--- src/sv/hcm_pkg.sv ---
`default_nettype none
// hcm_pkg: types, constants and per-level functions of the hilbert curve map
// depends on nothing; used by the channel interfaces, the register file, the stages and the top level

package hcm_pkg;

  localparam int unsigned COORD_W          = 16;
  localparam int unsigned INDEX_W          = 2 * COORD_W;
  localparam int unsigned ORDER_W          = 5;
  localparam int unsigned MAX_ORDER        = 16;
  localparam int unsigned LEVELS_PER_STAGE = 4;
  localparam int unsigned NUM_STAGES       = COORD_W / LEVELS_PER_STAGE;
  localparam int unsigned PADDR_W          = 3;
  localparam int unsigned PDATA_W          = 32;
  localparam logic [ORDER_W-1:0] ORDER_RESET = 5'd13;

  typedef enum logic {
    CMD_IDX2XY = 1'b0,
    CMD_XY2IDX = 1'b1
  } cmd_e;

  typedef enum logic {
    REG_CURVE_ORDER = 1'b0
  } reg_idx_e;

  // one word in flight; x/y and d are both the source and the result,
  // depending on direction
  typedef struct packed {
    cmd_e               cmd;
    logic               odd;   // effective order is odd: one net swap pending
    logic [COORD_W-1:0] x;
    logic [COORD_W-1:0] y;
    logic [INDEX_W-1:0] d;
  } hcm_item_t;

  // saturate the order, drop unused bits, pre-swap for xy to index
  function automatic hcm_item_t hcm_prep(cmd_e cmd, logic [INDEX_W-1:0] idx,
                                         logic [COORD_W-1:0] xi, logic [COORD_W-1:0] yi,
                                         logic [ORDER_W-1:0] order);
    logic [ORDER_W-1:0] eff;
    logic [ORDER_W:0]   two_eff;
    logic [COORD_W-1:0] xm;
    logic [COORD_W-1:0] ym;
    hcm_item_t          it;
    eff     = (order > ORDER_W'(MAX_ORDER)) ? ORDER_W'(MAX_ORDER) : order;
    two_eff = {eff, 1'b0};
    it.cmd  = cmd;
    it.odd  = eff[0];
    it.x    = '0;
    it.y    = '0;
    it.d    = '0;
    for (int i = 0; i < COORD_W; i++) begin
      xm[i] = xi[i] & (ORDER_W'(i) < eff);
      ym[i] = yi[i] & (ORDER_W'(i) < eff);
    end
    if (cmd == CMD_IDX2XY) begin
      for (int i = 0; i < INDEX_W; i++) begin
        it.d[i] = idx[i] & ((ORDER_W + 1)'(i) < two_eff);
      end
    end else if (eff[0]) begin
      it.x = ym;
      it.y = xm;
    end else begin
      it.x = xm;
      it.y = ym;
    end
    return it;
  endfunction

  // index to xy, one level, smallest quadrant upward
  function automatic hcm_item_t hcm_i2xy_level(hcm_item_t it, int lvl);
    logic               rx;
    logic               ry;
    logic [COORD_W-1:0] m;
    logic [COORD_W-1:0] t;
    hcm_item_t          o;
    o  = it;
    m  = (COORD_W'(1) << lvl) - COORD_W'(1);
    rx = it.d[2*lvl+1];
    ry = it.d[2*lvl] ^ rx;
    if (!ry) begin
      if (rx) begin
        o.x = o.x ^ m;
        o.y = o.y ^ m;
      end
      t   = o.x;
      o.x = o.y;
      o.y = t;
    end
    o.x[lvl] = rx;
    o.y[lvl] = ry;
    return o;
  endfunction

  // xy to index, one level, largest quadrant downward
  function automatic hcm_item_t hcm_xy2i_level(hcm_item_t it, int lvl);
    logic               rx;
    logic               ry;
    logic [COORD_W-1:0] m;
    logic [COORD_W-1:0] t;
    hcm_item_t          o;
    o  = it;
    m  = (COORD_W'(1) << lvl) - COORD_W'(1);
    rx = it.x[lvl];
    ry = it.y[lvl];
    o.d[2*lvl+1] = rx;
    o.d[2*lvl]   = rx ^ ry;
    o.x[lvl]     = 1'b0;
    o.y[lvl]     = 1'b0;
    if (!ry) begin
      if (rx) begin
        o.x = o.x ^ m;
        o.y = o.y ^ m;
      end
      t   = o.x;
      o.x = o.y;
      o.y = t;
    end
    return o;
  endfunction

  // one stage worth of levels; the last stage also settles the result
  function automatic hcm_item_t hcm_group(hcm_item_t it, int grp);
    hcm_item_t          o;
    logic [COORD_W-1:0] t;
    o = it;
    for (int j = 0; j < LEVELS_PER_STAGE; j++) begin
      if (o.cmd == CMD_IDX2XY) begin
        o = hcm_i2xy_level(o, grp * LEVELS_PER_STAGE + j);
      end else begin
        o = hcm_xy2i_level(o, COORD_W - 1 - grp * LEVELS_PER_STAGE - j);
      end
    end
    if (grp == NUM_STAGES - 1) begin
      if (o.cmd == CMD_IDX2XY) begin
        // undo the swaps of the unused top levels
        if (o.odd) begin
          t   = o.x;
          o.x = o.y;
          o.y = t;
        end
        o.d = '0;
      end else begin
        o.x = '0;
        o.y = '0;
      end
    end
    return o;
  endfunction

endpackage

`default_nettype wire

--- src/sv/hcm_in_if.sv ---
`default_nettype none
// hcm_in_if: request channel of the hilbert curve map
// depends on hcm_pkg for field widths

interface hcm_in_if;
  logic                           valid;
  logic                           ready;
  logic                           command;
  logic [hcm_pkg::INDEX_W-1:0]    index_in;
  logic [hcm_pkg::COORD_W-1:0]    x_in;
  logic [hcm_pkg::COORD_W-1:0]    y_in;

  modport source (output valid, command, index_in, x_in, y_in, input ready);
  modport sink   (input valid, command, index_in, x_in, y_in, output ready);
endinterface

`default_nettype wire

--- src/sv/hcm_out_if.sv ---
`default_nettype none
// hcm_out_if: result channel of the hilbert curve map
// depends on hcm_pkg for field widths

interface hcm_out_if;
  logic                           valid;
  logic                           ready;
  logic [hcm_pkg::COORD_W-1:0]    x_out;
  logic [hcm_pkg::COORD_W-1:0]    y_out;
  logic [hcm_pkg::INDEX_W-1:0]    index_out;

  modport source (output valid, x_out, y_out, index_out, input ready);
  modport sink   (input valid, x_out, y_out, index_out, output ready);
endinterface

`default_nettype wire

--- src/sv/hcm_cfg.sv ---
`default_nettype none
// hcm_cfg: apb register file holding the curve order
// depends on hcm_pkg

module hcm_cfg (
  input  wire logic                          clk_i,
  input  wire logic                          rst_ni,
  input  wire logic                          psel,
  input  wire logic                          penable,
  input  wire logic                          pwrite,
  input  wire logic [hcm_pkg::PADDR_W-1:0]   paddr,
  input  wire logic [hcm_pkg::PDATA_W-1:0]   pwdata,
  output logic      [hcm_pkg::PDATA_W-1:0]   prdata,
  output logic                               pready,
  output logic      [hcm_pkg::ORDER_W-1:0]   order_o
);
  import hcm_pkg::*;

  logic [ORDER_W-1:0] order_q;
  logic [ORDER_W-1:0] order_d;
  reg_idx_e           reg_idx;
  logic               wr_en;

  assign pready  = 1'b1;
  assign reg_idx = reg_idx_e'(paddr[PADDR_W-1:2]);
  assign wr_en   = psel & penable & pwrite & pready;

  always_comb begin
    order_d = order_q;
    prdata  = '0;
    unique case (reg_idx)
      REG_CURVE_ORDER: begin
        prdata = PDATA_W'(order_q);
        if (wr_en) order_d = pwdata[ORDER_W-1:0];
      end
      default: begin
        prdata = '0;
      end
    endcase
  end

  always_ff @(posedge clk_i or negedge rst_ni) begin
    if (!rst_ni) begin
      order_q <= ORDER_RESET;
    end else begin
      order_q <= order_d;
    end
  end

  assign order_o = order_q;

endmodule

`default_nettype wire

--- src/sv/hcm_stage.sv ---
`default_nettype none
// hcm_stage: one pipeline stage, four curve levels of either direction
// depends on hcm_pkg

module hcm_stage #(
  parameter int unsigned GROUP = 0
) (
  input  wire logic               clk_i,
  input  wire logic               rst_ni,
  input  wire logic               in_valid_i,
  output logic                    in_ready_o,
  input  wire hcm_pkg::hcm_item_t in_item_i,
  output logic                    out_valid_o,
  input  wire logic               out_ready_i,
  output hcm_pkg::hcm_item_t      out_item_o
);
  import hcm_pkg::*;

  logic      valid_q;
  hcm_item_t item_q;
  hcm_item_t item_d;

  assign in_ready_o = !valid_q || out_ready_i;
  assign item_d     = hcm_group(in_item_i, int'(GROUP));

  always_ff @(posedge clk_i or negedge rst_ni) begin
    if (!rst_ni) begin
      valid_q <= 1'b0;
    end else if (in_ready_o) begin
      valid_q <= in_valid_i;
    end
  end

  always_ff @(posedge clk_i) begin
    if (in_valid_i && in_ready_o) begin
      item_q <= item_d;
    end
  end

  assign out_valid_o = valid_q;
  assign out_item_o  = item_q;

endmodule

`default_nettype wire

--- src/sv/hilbert_curve_map.sv ---
`default_nettype none
// hilbert_curve_map: top level, apb register plus four-stage conversion pipeline
// depends on hcm_pkg, hcm_in_if, hcm_out_if, hcm_cfg and hcm_stage

// Converts between a distance along a Hilbert curve and (x, y) on a grid of
// side 2^curve_order. A request word with command 0 maps index_in to x_out and
// y_out (index_out is zero); command 1 maps x_in, y_in to index_out (x_out and
// y_out are zero). Orders above 16 act as 16, index bits at or above twice the
// order and coordinate bits at or above the order are ignored. The block takes
// one word per clock while the result side does not stall; the pipeline is four
// register stages of four curve levels each, and a stall on the result side
// backs up stage by stage without dropping a word.
// curve_order sits at apb byte address 0 (reset value 13); change it only while
// no word is in flight.

module hilbert_curve_map (
  input  wire logic                          clk_i,
  input  wire logic                          rst_ni,
  hcm_in_if.sink                             in_i,
  hcm_out_if.source                          out_o,
  input  wire logic                          psel,
  input  wire logic                          penable,
  input  wire logic                          pwrite,
  input  wire logic [hcm_pkg::PADDR_W-1:0]   paddr,
  input  wire logic [hcm_pkg::PDATA_W-1:0]   pwdata,
  output logic      [hcm_pkg::PDATA_W-1:0]   prdata,
  output logic                               pready
);
  import hcm_pkg::*;

  // configured order; the user keeps it stable while words are in flight, the block does not enforce it
  logic [ORDER_W-1:0] order;

  // stage chain: index k is the input side of stage k, NUM_STAGES is the output
  logic      valid [NUM_STAGES+1];
  logic      ready [NUM_STAGES+1];
  hcm_item_t item  [NUM_STAGES+1];

  hcm_cfg u_cfg (
    .clk_i   (clk_i),
    .rst_ni  (rst_ni),
    .psel    (psel),
    .penable (penable),
    .pwrite  (pwrite),
    .paddr   (paddr),
    .pwdata  (pwdata),
    .prdata  (prdata),
    .pready  (pready),
    .order_o (order)
  );

  // masking and the pre-swap go in front of the first stage
  assign valid[0] = in_i.valid;
  assign in_i.ready = ready[0];
  assign item[0] = hcm_prep(cmd_e'(in_i.command), in_i.index_in, in_i.x_in, in_i.y_in,
                            order);

  for (genvar k = 0; k < NUM_STAGES; k++) begin : g_stage
    hcm_stage #(
      .GROUP (k)
    ) u_stage (
      .clk_i       (clk_i),
      .rst_ni      (rst_ni),
      .in_valid_i  (valid[k]),
      .in_ready_o  (ready[k]),
      .in_item_i   (item[k]),
      .out_valid_o (valid[k+1]),
      .out_ready_i (ready[k+1]),
      .out_item_o  (item[k+1])
    );
  end

  // last stage register is the result register; unused fields are already zero
  assign ready[NUM_STAGES] = out_o.ready;
  assign out_o.valid       = valid[NUM_STAGES];
  assign out_o.x_out       = item[NUM_STAGES].x;
  assign out_o.y_out       = item[NUM_STAGES].y;
  assign out_o.index_out   = item[NUM_STAGES].d;

endmodule

`default_nettype wire

--- src/flat_wrapper.sv ---
// flat-port wrapper written by rule: the top's interface ports become plain ports
module hilbert_curve_map_flat import hcm_pkg::*;
  (clk_i, rst_ni, psel, penable, pwrite, paddr, pwdata, prdata, pready, in_i_valid, in_i_command, in_i_index_in, in_i_x_in, in_i_y_in, in_i_ready, out_o_valid, out_o_x_out, out_o_y_out, out_o_index_out, out_o_ready);
  hcm_in_if in_i_i ();
  hcm_out_if out_o_i ();
  input  wire logic clk_i;
  input  wire logic rst_ni;
  input  wire logic psel;
  input  wire logic penable;
  input  wire logic pwrite;
  input  wire logic [hcm_pkg::PADDR_W-1:0] paddr;
  input  wire logic [hcm_pkg::PDATA_W-1:0] pwdata;
  output logic      [hcm_pkg::PDATA_W-1:0] prdata;
  output logic pready;
  input wire logic [$bits(in_i_i.valid)-1:0] in_i_valid;
  input wire logic [$bits(in_i_i.command)-1:0] in_i_command;
  input wire logic [$bits(in_i_i.index_in)-1:0] in_i_index_in;
  input wire logic [$bits(in_i_i.x_in)-1:0] in_i_x_in;
  input wire logic [$bits(in_i_i.y_in)-1:0] in_i_y_in;
  output wire logic [$bits(in_i_i.ready)-1:0] in_i_ready;
  output wire logic [$bits(out_o_i.valid)-1:0] out_o_valid;
  output wire logic [$bits(out_o_i.x_out)-1:0] out_o_x_out;
  output wire logic [$bits(out_o_i.y_out)-1:0] out_o_y_out;
  output wire logic [$bits(out_o_i.index_out)-1:0] out_o_index_out;
  input wire logic [$bits(out_o_i.ready)-1:0] out_o_ready;
  assign in_i_i.valid = in_i_valid;
  assign in_i_i.command = in_i_command;
  assign in_i_i.index_in = in_i_index_in;
  assign in_i_i.x_in = in_i_x_in;
  assign in_i_i.y_in = in_i_y_in;
  assign in_i_ready = in_i_i.ready;
  assign out_o_valid = out_o_i.valid;
  assign out_o_x_out = out_o_i.x_out;
  assign out_o_y_out = out_o_i.y_out;
  assign out_o_index_out = out_o_i.index_out;
  assign out_o_i.ready = out_o_ready;
  hilbert_curve_map u_core (.clk_i(clk_i), .rst_ni(rst_ni), .in_i(in_i_i), .out_o(out_o_i), .psel(psel), .penable(penable), .pwrite(pwrite), .paddr(paddr), .pwdata(pwdata), .prdata(prdata), .pready(pready));
endmodule
--- config.mk ---
export PLATFORM = sky130hd
export DESIGN_NAME = hilbert_curve_map_flat
export DESIGN_NICKNAME = d
export VERILOG_FILES = /design/src/sv/hcm_pkg.sv /design/src/sv/hcm_in_if.sv /design/src/sv/hcm_out_if.sv /design/src/sv/hcm_cfg.sv /design/src/sv/hcm_stage.sv /design/src/sv/hilbert_curve_map.sv /design/src/flat_wrapper.sv
export SDC_FILE = /design/constraint.sdc
export NUM_CORES = 1
export LEC_CHECK = 0
export ABC_AREA = 1
export BUFFER_PORTS_ARGS = -buffer_cell sky130_fd_sc_hd__buf_2
export CORE_ASPECT_RATIO = 1.2
export CORE_MARGIN = 2
export CORE_UTILIZATION = 45
export CTS_BUF_LIST = sky130_fd_sc_hd__clkbuf_8 sky130_fd_sc_hd__clkbuf_16
export CTS_CLUSTER_SIZE = 20
export DETAILED_ROUTE_END_ITERATION = 7
export GPL_ROUTABILITY_DRIVEN = 0
export PLACE_DENSITY_LB_ADDON = 0.15
export SYNTH_ARGS = -nofsm -noshare
export SYNTH_HDL_FRONTEND = slang
export SYNTH_SLANG_ARGS = --single-unit
--- constraint.sdc ---
create_clock -name clk_i -period 5.25 [get_ports clk_i]
set_input_delay 1.3125 -clock clk_i [delete_from_list [all_inputs] [get_ports clk_i]]
set_output_delay 1.3125 -clock clk_i [all_outputs]
set_load 0.005 [all_outputs]
# Yosys cells after proc, flatten, opt, wreduce, memory -nomap -nowiden
# Index checks and enable logic that the tools add are counted.
# classes
mul,0
reduce_logical,13
muxes,84
bitwise_logic,159
n_eq_ne,0
div,0
add_sub_neg,0
shift,0
magnitude_cmp,49
# op_table
op,n
2-to-1 mux 32 bit,35
2-to-1 mux 66 bit,16
"< comparator 5 x 6 -> 1 bit, first input constant",16
2-to-1 mux 31 bit,3
bitwise AND 1 bit,66
2-to-1 mux 30 bit,2
NOT 15 bit,4
2-to-1 mux 29 bit,2
2-to-1 mux 28 bit,2
NOT 14 bit,4
2-to-1 mux 27 bit,2
2-to-1 mux 26 bit,2
NOT 13 bit,4
2-to-1 mux 25 bit,2
"< comparator 4 x 6 -> 1 bit, first input constant",8
2-to-1 mux 24 bit,2
NOT 12 bit,4
2-to-1 mux 23 bit,2
2-to-1 mux 22 bit,2
NOT 11 bit,4
2-to-1 mux 21 bit,2
"< comparator 4 x 5 -> 1 bit, first input constant",8
2-to-1 mux 20 bit,2
NOT 10 bit,4
other kinds (25),107
# word_totals
ram_bits,0
elab_cells,328
latch_bits,0
in_bits,107
mem_bits_ro,0
reg_bits,271
n_memories,0

# Logic depth before layout (Yosys ltp)
# logic_depth
depth_word,22
depth_mapped,26
mapped_depth_nobuf,24

# Modules after synthesis
# A second synthesis with hierarchy kept.
# unflattened
cells_unflattened,5177
hier_area_um2,30624.4
# modules_own_cells
mod,area_each_um2,seq_area_each_um2,instances,cells_each
hcm_stage at u_core.g_stage[0].u_stage,7905.1,2006.9,1,1379
hcm_stage at u_core.g_stage[3].u_stage,7563.5,2006.9,1,1270
hcm_stage at u_core.g_stage[1].u_stage,6939.2,2006.9,1,1156
hcm_stage at u_core.g_stage[2].u_stage,6651.4,2006.9,1,1055
hilbert_curve_map,1084.8,0.0,1,252
hcm_cfg,480.5,128.9,1,65

# Worst setup path before layout
# No wires, ideal clock.
# synth_path
kind,input to register
startpoint,input out_o_ready
endpoint,"register u_core.g_stage[0].u_stage.item_q, in the netlist u_core.g_stage[0].u_stage.out_item_o[10], enable pin"
required_ns,4.775
path_slack_ns,0.660
setup_ns,0.475
path_buffers,0
t_arrival_ns,4.115
stages,8
cell_sequence,nor2_1 -> inv_1 -> nor2_1 -> inv_1 -> nor2_1 -> inv_1 -> nor2_1 -> nor2_1
# synth_via
elab_chain_cells,5
# synth_rtl
element,line,source
start: declaration,flat_wrapper.sv:25,input wire logic [$bits(out_o_i.ready)-1:0] out_o_ready;
logical OR 1 bit (4 in series),hcm_stage.sv:23,assign in_ready_o = !valid_q || out_ready_i;
logical AND 1 bit,hcm_stage.sv:35,if (in_valid_i && in_ready_o) begin
end signal: assignment,hcm_stage.sv:36,item_q <= item_d;
end: declaration,hcm_stage.sv:20,hcm_item_t item_q;
# Every way passes these cells.
# A chain may end at the register's enable or synchronous reset.

==> metrics <==
syn_area_per_cell 6.21 sq um; R2R setup slack 720 ps; CTS sink cnt 247; Routed Antenna Nets 0; Synth Instances 3933; grt ovf 0; setup TNS 0 ps; drt first pass iters 6; DRC errors left 0; Combinational Power Share 0.660; CP arrival 4830 ps; synthesized area 24400 sq um; vias in the first global route 23.4k; H-tree depth 1; die width 217 um; Global Route Usage Sum 0.255; Slew headroom 0.215; Max Slew Vio Count 0; Max FO, Critical Path 14; placement-stage cell area 25500 sq um; layout net count 4093; Initial Utilization 0.455; Hold Path Depth 0; Via Count 25.6k; Core Region 53600 sq um; clk root buf clkbuf_16; clk_lat worst skew 570 ps; fin area 26500 sq um; Switching Fraction 0.530; flops & latches, synth 247; CTS max path bufs 3; Syn. warnings 0; sequential power share 0.215; largest net degree at the start of global routing 70; final setup vio count 0; Sw Pwr 8.80 mW; Min-Delay Startpoint u_core.g_stage[1].u_stage.out_item_o[31]; initial antenna violation count 0; fin crit period 4530 ps; commonest non-fill, non-tap cell in the layout nand2_1; RSZ-0062 raised after global routing no; die area 56200 sq um; number of synthesized flops with an enable pin 238; Critical Path Start Type flop; CTS buffer count 28; status completed; PortBufs 148; CTS hold repair buffers 0; routed length per instance 15.5 um; synth unique cells 56; RR Startpoint u_core.g_stage[1].u_stage.out_item_o[39]; Static Leak 13.2 nW; clk slew on worst S/H paths 60 ps; # rows 93; drt via density 5.43; sequential fraction of the synthesis area 0.302; crit path kind reg -> reg; first-pass GRT wire length 119000 um; io pins 206; Final Hold Viols 0; internal cell power 7.80 mW; Post-DP HPWL 55300 um; path depth of the worst reg2reg path 20; Clock Skews 14.9 ps; Pwr per Cell Area 626 nW/um^2; dominant synthesized flop cell edfxtp_1; Post-CTS Resized 0; hold worst-path end u_core.g_stage[2].u_stage.out_item_o[31]; max-cap violations 0; critical path capture point type flop; final wirelength 73000 um; commonest cells after routing, fill and taps aside 1456 x nand2_1, 391 x nand3_1, 385 x inv_1; Max VDD drop 307 uV; Required @ worst endpoint 5550 ps; Antenna diodes 0; Post-CTS Setup Inserts 0; Die H 259 um; reg2reg end u_core.g_stage[2].u_stage.out_item_o[48]; fin crit share 0.863; DR iter-0 viols 2268; FMAX 0.221 GHz; Async S/R FF share, synth 0.0364; hold crit path type reg -> reg; CTS tree built; Worst-Margin Slew 1170 ps; share of layout cells above drive strength 1 0.0956; Syn-to-layout area delta 8.50%; clock share of power 0.124; Critical Path Start u_core.g_stage[1].u_stage.out_item_o[39]
worst max-delay path by stage:
stage / endpoint / slack (ps) / cells after the start
6_report: u_core.g_stage[2].u_stage.out_item_o[48] / 720 / 20
3_3_place_gp: u_core.g_stage[0].u_stage.out_item_o[34] / 650 / 18
4_1_cts: u_core.g_stage[2].u_stage.out_item_o[48] / 800 / 21
2_1_floorplan: u_core.g_stage[0].u_stage.out_item_o[10] / 660 / 8
3_5_place_dp: u_core.g_stage[0].u_stage.out_item_o[34] / 650 / 18
5_1_grt: u_core.g_stage[2].u_stage.out_item_o[48] / 180 / 20
power groups by stage:
stage	sequential (mW)	clock [mW]	combinational [mW]
floorplan	3.37	0	8.57
global placement	3.60	0	10.7
detailed placement	3.61	0	10.8
CTS	3.57	2.11	10.9
global route	3.64	2.19	12.5
finish	3.57	2.06	11.0
stage by stage:
stage	worst slack [ps]	utilization	power [mW]	hold WS, ps	cells
after CTS	800	0.494	16.5	420	4720
after floorplan	660	-	11.9	400	3967
after global placement	653	0.476	14.3	401	4668
after detailed placement	651	0.476	14.4	405	4668
after global routing	182	0.494	18.4	426	4720
final	720	0.494	16.6	418	4720
layer usage:
metal,GRT usage,up-vias,part of all wire
met5,0,-,0
met4,0.0889,0,0.033
met3,0.0192,141,0.047
met2,0.460,718,0.50
met1,0.320,11800,0.42
li1,-,13000,-
flip-flops by register name, summed over array words and instances, names as in the netlist:
| signal | cells |
|---|---|
| u_core.g_stage.u_stage.out_valid_o | 4 |
| u_core.g_stage.u_stage.out_item_o | 238 |
| u_core.u_cfg.order_o | 5 |
critical path: stages (launching register included):
cell      delay [ps]
edfxtp_1         580
inv_1            190
nand2_1          150
a21oi_1          150
o21ai_1           90
o21ai_2          160
inv_2            200
nand2_1          360
nand3_1          110
o21ai_0          230
nand2_1          500
inv_2            270
nand3_1           90
nand3_1           80
nand2_1          120
nand2_1          380
inv_1            250
nand2_1          100
nand3_1           80
nand2_1           70
nand2_1           80
cell usage after synthesis (4+ instances only):
master / count / share of area
dfrtp_1: 6 / 0.0061
nand3_1: 391 / 0.080
o21ai_1: 51 / 0.010
buf_4: 52 / 0.016
o21ai_2: 10 / 0.0036
clkinv_1: 9 / 0.0014
o221ai_1: 17 / 0.0061
nand3_2: 9 / 0.0037
buf_1: 18 / 0.0028
clkbuf_1: 87 / 0.013
nor2_2: 9 / 0.0023
edfxtp_1: 238 / 0.29
nand4_1: 35 / 0.0090
o22ai_1: 48 / 0.012
nand2_2: 29 / 0.0074
xnor2_1: 18 / 0.0065
inv_2: 32 / 0.0049
xor2_1: 36 / 0.013
a21oi_1: 182 / 0.037
a21oi_2: 5 / 0.0018
o21a_1: 10 / 0.0031
nand2_1: 1456 / 0.22
mux2i_1: 42 / 0.017
or2_2: 10 / 0.0026
o21ai_0: 328 / 0.067
o211ai_1: 62 / 0.019
nor2_4: 4 / 0.0018
nand2_4: 9 / 0.0041
a22oi_1: 18 / 0.0055
and3_1: 4 / 0.0010
a31oi_1: 9 / 0.0023
nor2_1: 214 / 0.033
buf_2: 49 / 0.010
a21o_1: 4 / 0.0012
inv_1: 385 / 0.059
a21boi_0: 6 / 0.0018
or2_1: 4 / 0.0010
a21boi_1: 4 / 0.0012
buf_6: 5 / 0.0023
final cells by class:
type	count	area [sq um]
clock buffer	30	739
clock inverter	22	244
fill	5584	27100
inverter	428	1610
multi-input combinational	3081	14500
sequential	247	7380
tap	712	891
timing repair buffer	200	1140
cell families (layout without fill, tap and decap cells):
kind of cell	Yosys count	in the layout	synth area share
xor gates and xnor gates	54	54	0.0194
muxes	44	44	0.0181
DFF	247	247	0.302
AOI/OAI and AO/OA	766	766	0.178
other	2	36	0.000307
buffers and inverters	639	680	0.110
and+or+nand+nor	2181	2181	0.371
Note: power is estimated with default switching activity, not from simulation.
